===== src/design/rcpw_pkg.sv =====
// ----------------------------------------------------------------------------
// RC pulse width capture package
// Shared types, channel codes and constants of the pulse width capture block.
// ----------------------------------------------------------------------------
package rcpw_pkg;

  localparam int TIMER_BITS_DEF = 16;
  localparam int NUM_CH         = 5;
  localparam int CH_BITS        = 3;
  localparam int WIDTH_BITS     = 15;
  localparam int FLAG_BITS      = 4;
  localparam int TIME_BITS      = 16;

  localparam logic MODE_EDGE    = 1'b0;
  localparam logic MODE_COLLECT = 1'b1;

  localparam logic LEVEL_LOW    = 1'b0;
  localparam logic LEVEL_HIGH   = 1'b1;

  localparam logic [CH_BITS-1:0] CH_THROTTLE = 3'd0;
  localparam logic [CH_BITS-1:0] CH_PITCH    = 3'd1;
  localparam logic [CH_BITS-1:0] CH_ROLL     = 3'd2;
  localparam logic [CH_BITS-1:0] CH_YAW      = 3'd3;
  localparam logic [CH_BITS-1:0] CH_HOVER    = 3'd4;

  localparam logic [FLAG_BITS-1:0] FLAG_THROTTLE = 4'd1;
  localparam logic [FLAG_BITS-1:0] FLAG_PITCH    = 4'd2;
  localparam logic [FLAG_BITS-1:0] FLAG_ROLL     = 4'd4;
  localparam logic [FLAG_BITS-1:0] FLAG_YAW      = 4'd8;
  localparam logic [FLAG_BITS-1:0] FLAG_NONE     = 4'd0;

  typedef logic [WIDTH_BITS-1:0] width_t;

  typedef struct packed {
    logic                 mode;
    logic [CH_BITS-1:0]   channel;
    logic                 level;
    logic [TIME_BITS-1:0] timer_now;
  } rcpw_in_t;

  typedef struct packed {
    logic [FLAG_BITS-1:0] update_flags;
    width_t               throttle_width;
    width_t               hover_width;
    width_t               pitch_width;
    width_t               roll_width;
    width_t               yaw_width;
  } rcpw_out_t;

  function automatic logic [FLAG_BITS-1:0] chan_flag(input logic [CH_BITS-1:0] ch);
    logic [FLAG_BITS-1:0] flag;
    unique case (ch) inside
      CH_THROTTLE, CH_HOVER: flag = FLAG_THROTTLE;
      CH_PITCH:              flag = FLAG_PITCH;
      CH_ROLL:               flag = FLAG_ROLL;
      CH_YAW:                flag = FLAG_YAW;
      default:               flag = FLAG_NONE;
    endcase
    return flag;
  endfunction

endpackage


===== src/design/rc_pulse_width_capture.sv =====
// ----------------------------------------------------------------------------
// RC pulse width capture
// Measures high pulse widths on five receiver channels and reports them.
// ----------------------------------------------------------------------------
// An edge transfer on the in_ channel names a channel, its new pin level and
// the timer count at the edge. A rising edge stores the start time, a falling
// edge stores half the elapsed ticks as the channel's width and marks the
// channel updated; hover shares the throttle flag. A collect transfer yields
// one result on the out_ channel carrying the flags and all five widths, but
// only when a flag is set, and then clears the flags.
// Each transfer lands in an input register and is processed from there; a
// result is registered in the result register. One transfer is taken every
// cycle while in_ready is high; the input register and the result register
// together let the block keep accepting while a result waits. When the
// receiver stalls with a result held, a following collect that would produce
// a result waits in the input register and in_ready drops; edges and empty
// collects still pass. Reset clears all start times, widths and flags and
// empties both registers.
// ----------------------------------------------------------------------------
module rc_pulse_width_capture #(
  parameter int TIMER_BITS = rcpw_pkg::TIMER_BITS_DEF
) (
  input  logic               clk,
  input  logic               rst_n,
  input  logic               in_valid,
  output logic               in_ready,
  input  rcpw_pkg::rcpw_in_t in_data,
  output logic               out_valid,
  input  logic               out_ready,
  output rcpw_pkg::rcpw_out_t out_data
);
  import rcpw_pkg::*;

  logic                 stg_valid_r;
  rcpw_in_t             stg_item_r;
  logic                 out_valid_r;
  rcpw_out_t            out_data_r;
  logic [TIMER_BITS-1:0] edge_start_r [NUM_CH];
  width_t               pulse_width_r [NUM_CH];
  logic [FLAG_BITS-1:0] pending_flags_r;

  logic [TIMER_BITS-1:0] edge_start_nxt [NUM_CH];
  width_t               pulse_width_nxt [NUM_CH];
  logic [FLAG_BITS-1:0] pending_flags_nxt;
  logic                 out_valid_nxt;

  logic                 stg_collect;
  logic                 stg_result;
  logic                 stg_adv;
  logic                 ch_ok;
  logic [CH_BITS-1:0]   ch_idx;
  logic [31:0]          now_ext;
  logic [TIMER_BITS-1:0] now;
  logic [TIMER_BITS-1:0] start;
  logic [TIMER_BITS-1:0] diff;
  logic [31:0]          half_ext;
  width_t               new_width;

  assign stg_collect = stg_item_r.mode == MODE_COLLECT;
  assign stg_result  = stg_collect && (pending_flags_r != FLAG_NONE);
  assign stg_adv     = stg_valid_r && (!stg_result || !out_valid_r || out_ready);
  assign in_ready    = !stg_valid_r || stg_adv;

  assign ch_idx    = stg_item_r.channel;
  assign ch_ok     = 32'(ch_idx) < NUM_CH;
  assign now_ext   = 32'(stg_item_r.timer_now);
  assign now       = now_ext[TIMER_BITS-1:0];
  assign start     = ch_ok ? edge_start_r[ch_idx] : '0;
  assign diff      = now - start;
  assign half_ext  = 32'(diff[TIMER_BITS-1:1]);
  assign new_width = half_ext[WIDTH_BITS-1:0];

  always_comb begin
    edge_start_nxt    = edge_start_r;
    pulse_width_nxt   = pulse_width_r;
    pending_flags_nxt = pending_flags_r;
    if (stg_adv) begin
      if (stg_collect) begin
        pending_flags_nxt = FLAG_NONE;
      end else if (ch_ok) begin
        if (stg_item_r.level == LEVEL_HIGH) begin
          edge_start_nxt[ch_idx] = now;
        end else begin
          pulse_width_nxt[ch_idx] = new_width;
          pending_flags_nxt       = pending_flags_r | chan_flag(ch_idx);
        end
      end
    end
  end

  always_comb begin
    out_valid_nxt = out_valid_r;
    if (stg_adv && stg_result) begin
      out_valid_nxt = 1'b1;
    end else if (out_ready) begin
      out_valid_nxt = 1'b0;
    end
  end

  always_ff @(posedge clk) begin
    if (!rst_n) begin
      stg_valid_r     <= 1'b0;
      out_valid_r     <= 1'b0;
      pending_flags_r <= FLAG_NONE;
      for (int i = 0; i < NUM_CH; i++) begin
        edge_start_r[i]  <= '0;
        pulse_width_r[i] <= '0;
      end
    end else begin
      stg_valid_r     <= in_valid || (stg_valid_r && !stg_adv);
      out_valid_r     <= out_valid_nxt;
      pending_flags_r <= pending_flags_nxt;
      edge_start_r    <= edge_start_nxt;
      pulse_width_r   <= pulse_width_nxt;
    end
  end

  always_ff @(posedge clk) begin
    if (in_valid && in_ready) begin
      stg_item_r <= in_data;
    end
    if (stg_adv && stg_result) begin
      out_data_r.update_flags   <= pending_flags_r;
      out_data_r.throttle_width <= pulse_width_r[CH_THROTTLE];
      out_data_r.hover_width    <= pulse_width_r[CH_HOVER];
      out_data_r.pitch_width    <= pulse_width_r[CH_PITCH];
      out_data_r.roll_width     <= pulse_width_r[CH_ROLL];
      out_data_r.yaw_width      <= pulse_width_r[CH_YAW];
    end
  end

  assign out_valid = out_valid_r;
  assign out_data  = out_data_r;

  a_out_has_flags: assert property (@(posedge clk) disable iff (!rst_n)
    out_valid_r |-> out_data_r.update_flags != FLAG_NONE)
    else $error("result transfer carries no update flag");

  a_collect_clears: assert property (@(posedge clk) disable iff (!rst_n)
    stg_adv && stg_result |=> pending_flags_r == FLAG_NONE)
    else $error("flags not cleared after a collect");

  a_stage_holds: assert property (@(posedge clk) disable iff (!rst_n)
    stg_valid_r && !stg_adv |=> stg_valid_r && $stable(stg_item_r))
    else $error("stalled item lost from the input register");

  a_flags_quiet: assert property (@(posedge clk) disable iff (!rst_n)
    !stg_adv |=> $stable(pending_flags_r))
    else $error("flags changed without a processed item");

endmodule

===== config.mk =====
export PLATFORM = sky130hd
export DESIGN_NAME = rc_pulse_width_capture
export DESIGN_NICKNAME = d
export VERILOG_FILES = /design/src/design/rcpw_pkg.sv /design/src/design/rc_pulse_width_capture.sv
export SDC_FILE = /design/constraint.sdc
export NUM_CORES = 1
export LEC_CHECK = 0
export BUFFER_PORTS_ARGS = -buffer_cell sky130_fd_sc_hd__buf_2
export CAP_MARGIN = 15
export CORE_MARGIN = 5
export CORE_UTILIZATION = 50
export CTS_CLUSTER_SIZE = 28
export DETAILED_ROUTE_END_ITERATION = 10
export PLACE_DENSITY_LB_ADDON = 0.2
export SYNTH_ARGS = -nofsm -noshare
export SYNTH_HDL_FRONTEND = slang
export SYNTH_SLANG_ARGS = --single-unit

===== constraint.sdc =====
create_clock -name clk -period 5.8 [get_ports clk]
set_input_delay 0.29 -clock clk [delete_from_list [all_inputs] [get_ports clk]]
set_output_delay 0.29 -clock clk [all_outputs]
set_load 0.02 [all_outputs]

==> flow_metrics.py, run 1 <==
metrics = {
    "clock_tree": {
        "clock_latency_ns": 0.53,
        "clkTransAtPathRegs_ns": 0.06,
        "numCtsBuffers": 26,
        "cts_tree": "built",
        "cts.sinks": 261,
        "clk_path_buf_depth": 3,
        "post-cts-setup-buffers": 0,
        "htree_num_levels": 1,
        "cts.root.buffer_cell": "clkbuf_16",
    },
    "layout": {
        "diodes": 0,
        "nNetsFinal": 1075,
        "seqCellArea_um2": 6230,
        "finish.utilization": 0.593,
        "stdcell_count": 1330,
        "area_growth_pct": 17.8,
        "fillCellCount": 1770,
        "drive_gt1_frac": 0.184,
        "multi_input_area_um2": 4030,
    },
    "sta": {
        "skew_ns": 0.0186,
        "fmax_mhz": 238,
        "hold_violations": 0,
        "finalCritPeriodShare": 0.725,
        "min_period_ns": 4.20,
        "rsz0062_at_grt": "false",
        "finalSetupViolCount": 0,
        "slew-limit-headroom": 0.283,
        "slew_violations": 0,
        "worstMarginPinSlew_ns": 1.08,
        "tns_ns": 0,
    },
    "drt": {
        "drtIter0Drc": 425,
        "first_pass_iters": 5,
        "via_count": 7208,
        "drt.antenna.violating_nets": 0,
        "drcViolationCount": 0,
        "routed_via_density": 5.42,
        "routed_wl_um": 23400,
        "wl_per_cell_um": 17.6,
    },
    "synthesis": {
        "ys_top_cells_by_count": "nand2_1 (183), dfxtp_1 (161), edfxtp_1 (100)",
        "synth-edff-count": 100,
        "syn_area_um2": 10500,
        "yosys.cell_count.top_type": "nand2_1",
        "ys_ff_latch": 261,
        "synth_cell_type_count": 68,
        "synth_nets": 960,
        "async_flop_share": 0,
        "synthCells": 920,
        "synth_area_leader_cell": "dfxtp_1",
        "synth-seq-area-share": 0.594,
        "synth.avg_cell_area_um2": 11.4,
        "ys_top_cells_by_area": "dfxtp_1 (31%), edfxtp_1 (29%), nand2_1 (6.5%), a21boi_0 (5.1%), mux4_2 (3.2%)",
        "ys.warnings.count": 0,
        "synthDominantCellAreaShare": 0.307,
        "ys.flop_type": "dfxtp_1",
    },
    "placement": {
        "port_buffers": 105,
        "dp.cells": 1260,
        "dp_hpwl_um": 15400,
        "gp_congestion": 0.906,
    },
    "setup_path": {
        "endpoint_kind": "flop",
        "crit_required_ns": 6.18,
        "r2r_cells": 10,
        "crit_type": "flop to flop",
        "cp_max_fo": 22,
        "rrSetupSlack_ns": 1.60,
        "start_kind": "flop",
        "critical_path_arrival_ns": 4.59,
    },
    "min_path": {
        "hold_class": "input pin to flop",
        "whs_path_depth": 3,
    },
    "power": {
        "switching_power_mw": 0.878,
        "pwr-share-clk": 0.447,
        "p_seq_frac": 0.493,
        "p_leak_nw": 4.61,
        "comb_power_share": 0.060,
        "ir_drop_mv": 0.179,
        "intPower_mw": 3.09,
        "swShare": 0.222,
        "power_density_nw_per_um2": 321,
    },
    "die": {
        "chipHeight_um": 155,
        "ios": 106,
        "initial_utilization": 0.504,
        "core_area_um2": 20800,
        "num_rows": 53,
        "dieArea_um2": 24000,
        "die_w_um": 155,
    },
    "grt": {
        "grt_pass1_wl_um": 37700,
        "grt.total_usage": 0.193,
        "grt_pass1_vias": 6884,
        "antenna_found_initial": 0,
        "grt_max_degree": 96,
        "overflow": 0,
    },
    "status": {
        "status": "finished clean",
    },
    "run": {
        "drv_cap": 0,
    },
}
what timing repair did:
item                                    4_1_cts  5_1_grt
gates resized for setup                       0        0
endpoints found under the setup margin        0        0
hold buffers                                 22        0
endpoints found under the hold margin        22        0
final cells by class:
cell class,count,share of cell area
inverter,8,0.00243
multi-input combinational,603,0.326
clock inverter,17,0.0182
tap,275,0.0279
timing repair buffer,135,0.0654
sequential,261,0.504
clock buffer,31,0.0559
worst max-delay path, cell delays in order, from the launching register on:
cell      delay, ns
edfxtp_1       1.06
buf_4          0.35
mux4_2         0.51
a22oi_1        0.15
ha_1           0.32
a211oi_1       0.32
nor2_1         0.10
o311ai_1       0.38
o221ai_1       0.19
a311oi_1       0.50
o21ai_0        0.17
path summary, 6_finish.rpt:
check | startpoint | endpoint
hold reg to reg | pulse_width_r[63]$_SDFFE_PN0P_ | out_data[63]$_DFFE_PP_
setup reg to reg | ch_idx[0]$_DFFE_PP_ | pulse_width_r[13]$_SDFFE_PN0P_
setup / recovery | ch_idx[0]$_DFFE_PP_ | pulse_width_r[13]$_SDFFE_PN0P_
hold / removal | out_ready | out_valid$_SDFFE_PN0P_
placed cells by master, fill, tap and decap left out, types with 6 or more instances in the layout:
cell type,instances
nor2b_1,33
a21o_1,10
dfxtp_1,161
o21ai_0,33
nand2_1,183
inv_1,7
xnor2_1,7
mux2i_1,33
nor2_1,23
clkbuf_16,27
mux4_2,15
a21boi_1,8
a22oi_1,14
o211a_1,6
buf_2,104
and2_1,12
ha_1,14
a21oi_1,14
buf_4,9
a21boi_0,71
nand3_1,36
a311o_1,6
edfxtp_1,100
o31ai_1,6
dlygate4sd3_1,22
and3_1,10
per-stage QoR:
stage	worst slack [ns]	hold WS [ns]	cell area [µm²]	power [mW]
final	1.60	0.146	12400	3.96
after global placement	1.67	0.412	11200	2.22
after global routing	1.23	0.189	12400	4.11
after CTS	1.59	0.119	12400	4.00
after floorplan	2.36	0.389	10500	2.14
after detailed placement	1.60	0.414	11200	2.22
routing by layer:
layer / up-vias / wire length, µm / global-route usage / part of all wire
li1: 3523 / - / - / -
met1: 3447 / 10600 / 0.272 / 0.45
met2: 195 / 10800 / 0.309 / 0.46
met3: 43 / 1330 / 0.0294 / 0.057
met4: 0 / 669 / 0.0622 / 0.029
met5: - / 0 / 0 / 0
flip-flops by register name, summed over array words and instances (netlist names):
signal,count
edge_start_r,80
out_data,79
pulse_width_r,75
now,16
pending_flags_r,4
ch_idx,3
out_valid,1
stg_collect,1
stg_item_r,1
stg_valid_r,1
power groups by stage:
| stage | clock, mW | combinational, mW | sequential [mW] |
|---|---|---|---|
| after CTS | 1.81 | 0.237 | 1.95 |
| after floorplan | 0 | 0.165 | 1.98 |
| final | 1.77 | 0.236 | 1.96 |
| after global routing | 1.89 | 0.258 | 1.96 |
| after detailed placement | 0 | 0.224 | 1.99 |
| after global placement | 0 | 0.223 | 1.99 |
cell families (layout without fill, tap and decap cells):
logic type | count (synthesis) | after routing | share of synthesized area
fa+ha+maj | 15 | 15 | 0.0186
simple gates | 328 | 328 | 0.148
mux | 50 | 50 | 0.0669
xor+xnor | 9 | 9 | 0.00823
buf+inv | 56 | 191 | 0.0228
flops | 261 | 261 | 0.594
compound gates | 201 | 201 | 0.142
Note: power is estimated with default switching activity, not from simulation.
==> inputs of run 2 (changes only) <==
==> constraint.sdc (replaced) <==
create_clock -name clk -period 3.74 [get_ports clk]
set_input_delay 0.187 -clock clk [delete_from_list [all_inputs] [get_ports clk]]
set_output_delay 0.187 -clock clk [all_outputs]
set_load 0.02 [all_outputs]
==> run 2 against run 1 <==
  * Die area unchanged
  * Cell area is 0.28% higher
  * Critical path depth unchanged
  * Highest routed layer unchanged
  * First-iteration DRC count is 11% higher
  * Largest power group unchanged
  * Hold slack got worse by 0.096 ns
  * Total power grew 51%
  * Combinational power increased by 65%
  * Core utilization rose by 0.17 points
  * Cell count rose by 0.68%
  * Clock power up 45%
  * Via count rose by 0.40%
==> flow_metrics.py, run 2 (synthesis gave the netlist of run 1 again) <==
metrics = {
    "placement": {
        "dp_hpwl_um": 15400,
        "port_buffers": 105,
        "place_area_um2": 11300,
        "pre_cts_ws_ns": 0.214,
        "dp.cells": 1269,
        "gp_congestion": 0.828,
    },
    "drt": {
        "routed_via_density": 5.40,
        "drtIter0Drc": 473,
        "routed_wl_um": 23100,
        "via_count": 7237,
        "first_pass_iters": 5,
        "drcViolationCount": 0,
        "drt.antenna.violating_nets": 0,
        "wl_per_cell_um": 17.3,
    },
    "layout": {
        "largest_register": "edge_start_r",
        "diodes": 0,
        "most-common-layout-cells": "nand2_1 (183), dfxtp_1 (161), buf_2 (104), edfxtp_1 (100), a21boi_0 (71)",
        "fillCellCount": 1756,
        "design_area_um2": 12400,
        "nNetsFinal": 1084,
        "area_growth_pct": 18.1,
        "largest_register_ffs": 80,
        "final_common_cell": "nand2_1",
        "stdcell_count": 1339,
        "drive_gt1_frac": 0.185,
        "finish.utilization": 0.595,
    },
    "sta": {
        "finalCritPeriodShare": 0.919,
        "skew_ns": 0.0128,
        "min_period_ns": 3.44,
        "layout_setup_ws_ns": 0.302,
        "hold_violations": 0,
        "rsz0062_at_grt": "false",
        "whs_ns": 0.0498,
        "fmax_mhz": 291,
        "finalSetupViolCount": 0,
        "slew_violations": 0,
        "slew-limit-headroom": 0.321,
        "worstMarginPinSlew_ns": 1.02,
        "tns_ns": 0,
    },
    "run": {
        "drv_cap": 0,
    },
    "status": {
        "status": "finished clean",
    },
    "power": {
        "power_mw": 5.97,
        "p_leak_nw": 4.64,
        "power_density_nw_per_um2": 482,
        "ir_drop_mv": 0.374,
    },
    "clock_tree": {
        "cts_tree": "built",
        "clock_latency_ns": 0.54,
        "numCtsBuffers": 26,
        "cts.root.buffer_cell": "clkbuf_16",
        "post-cts-setup-buffers": 0,
        "htree_num_levels": 1,
        "clk_path_buf_depth": 3,
        "clkTransAtPathRegs_ns": 0.06,
        "cts.sinks": 261,
    },
    "die": {
        "ios": 106,
        "die_w_um": 155,
        "dieArea_um2": 24000,
        "core_area_um2": 20800,
        "initial_utilization": 0.504,
        "num_rows": 53,
        "chipHeight_um": 155,
    },
    "grt": {
        "grt_max_degree": 93,
        "antenna_found_initial": 0,
        "grt_pass1_vias": 6897,
        "grt.total_usage": 0.191,
        "overflow": 0,
        "grt_pass1_wl_um": 37400,
    },
    "setup_path": {
        "cp_max_fo": 29,
        "crit_required_ns": 4.14,
        "critical_path_arrival_ns": 3.83,
        "endpoint_kind": "flop",
        "start_kind": "flop",
        "crit_type": "flop to flop",
    },
    "min_path": {
        "hold_class": "input pin to flop",
    },
}
## run 2: cell count changes in the layout (fill, tap and decap cells not counted), moves of 2 or more
cell and delta:
buf_12 +2, buf_4 +7, bufinv_16 -2, clkinv_1 +7
clkinv_2 -4, clkinvlp_4 -2
## run 2: final timing paths
path / start / to / slack (ns) / cells past startpoint
worst max-delay path: ch_idx[0]$_DFFE_PP_ / pulse_width_r[58]$_SDFFE_PN0P_ / 0.30 / 10
worst min-delay path: out_ready / out_valid$_SDFFE_PN0P_ / 0.05 / 3
worst max register to register: ch_idx[0]$_DFFE_PP_ / pulse_width_r[58]$_SDFFE_PN0P_ / 0.30 / 10
worst min register to register: pulse_width_r[56]$_SDFFE_PN0P_ / out_data[41]$_DFFE_PP_ / 0.43 / 0
## run 2: critical path: stages (launching register included)
cell      delay [ns]
edfxtp_1        0.37
buf_12          0.23
mux4_2          0.53
a22oi_1         0.16
ha_1            0.33
a211oi_1        0.35
nor2_1          0.09
o311ai_1        0.46
o221ai_1        0.23
a311oi_2        0.37
o21ai_0         0.15
## run 2: layer usage
layer	routed length (µm)	up-vias	GRT usage
met5	0	-	0
met3	1090	38	0.0291
li1	-	3559	-
met4	619	0	0.0521
met2	10400	178	0.307
met1	11000	3462	0.273
## run 2: what timing repair did
action                                  4_1_cts  5_1_grt
endpoints found under the hold margin        22        0
endpoints found under the setup margin        0        6
hold buffers                                 22        0
gates resized for setup                       0        2
## run 2: final cells by class
| type | count | area, µm² | share of cell area |
|---|---|---|---|
| clock buffer | 32 | 683 | 0.0551 |
| timing repair buffer | 144 | 901 | 0.0727 |
| sequential | 261 | 6230 | 0.503 |
| tap | 275 | 344 | 0.0278 |
| multi-input combinational | 603 | 4040 | 0.326 |
| inverter | 8 | 30.0 | 0.00242 |
| clock inverter | 16 | 161 | 0.0130 |
## run 2: report_power, final
part / internal (mW) / switching, mW
clock: 1.50 / 1.06
sequential: 2.97 / 0.0450
combinational: 0.151 / 0.239
total: 4.63 / 1.34
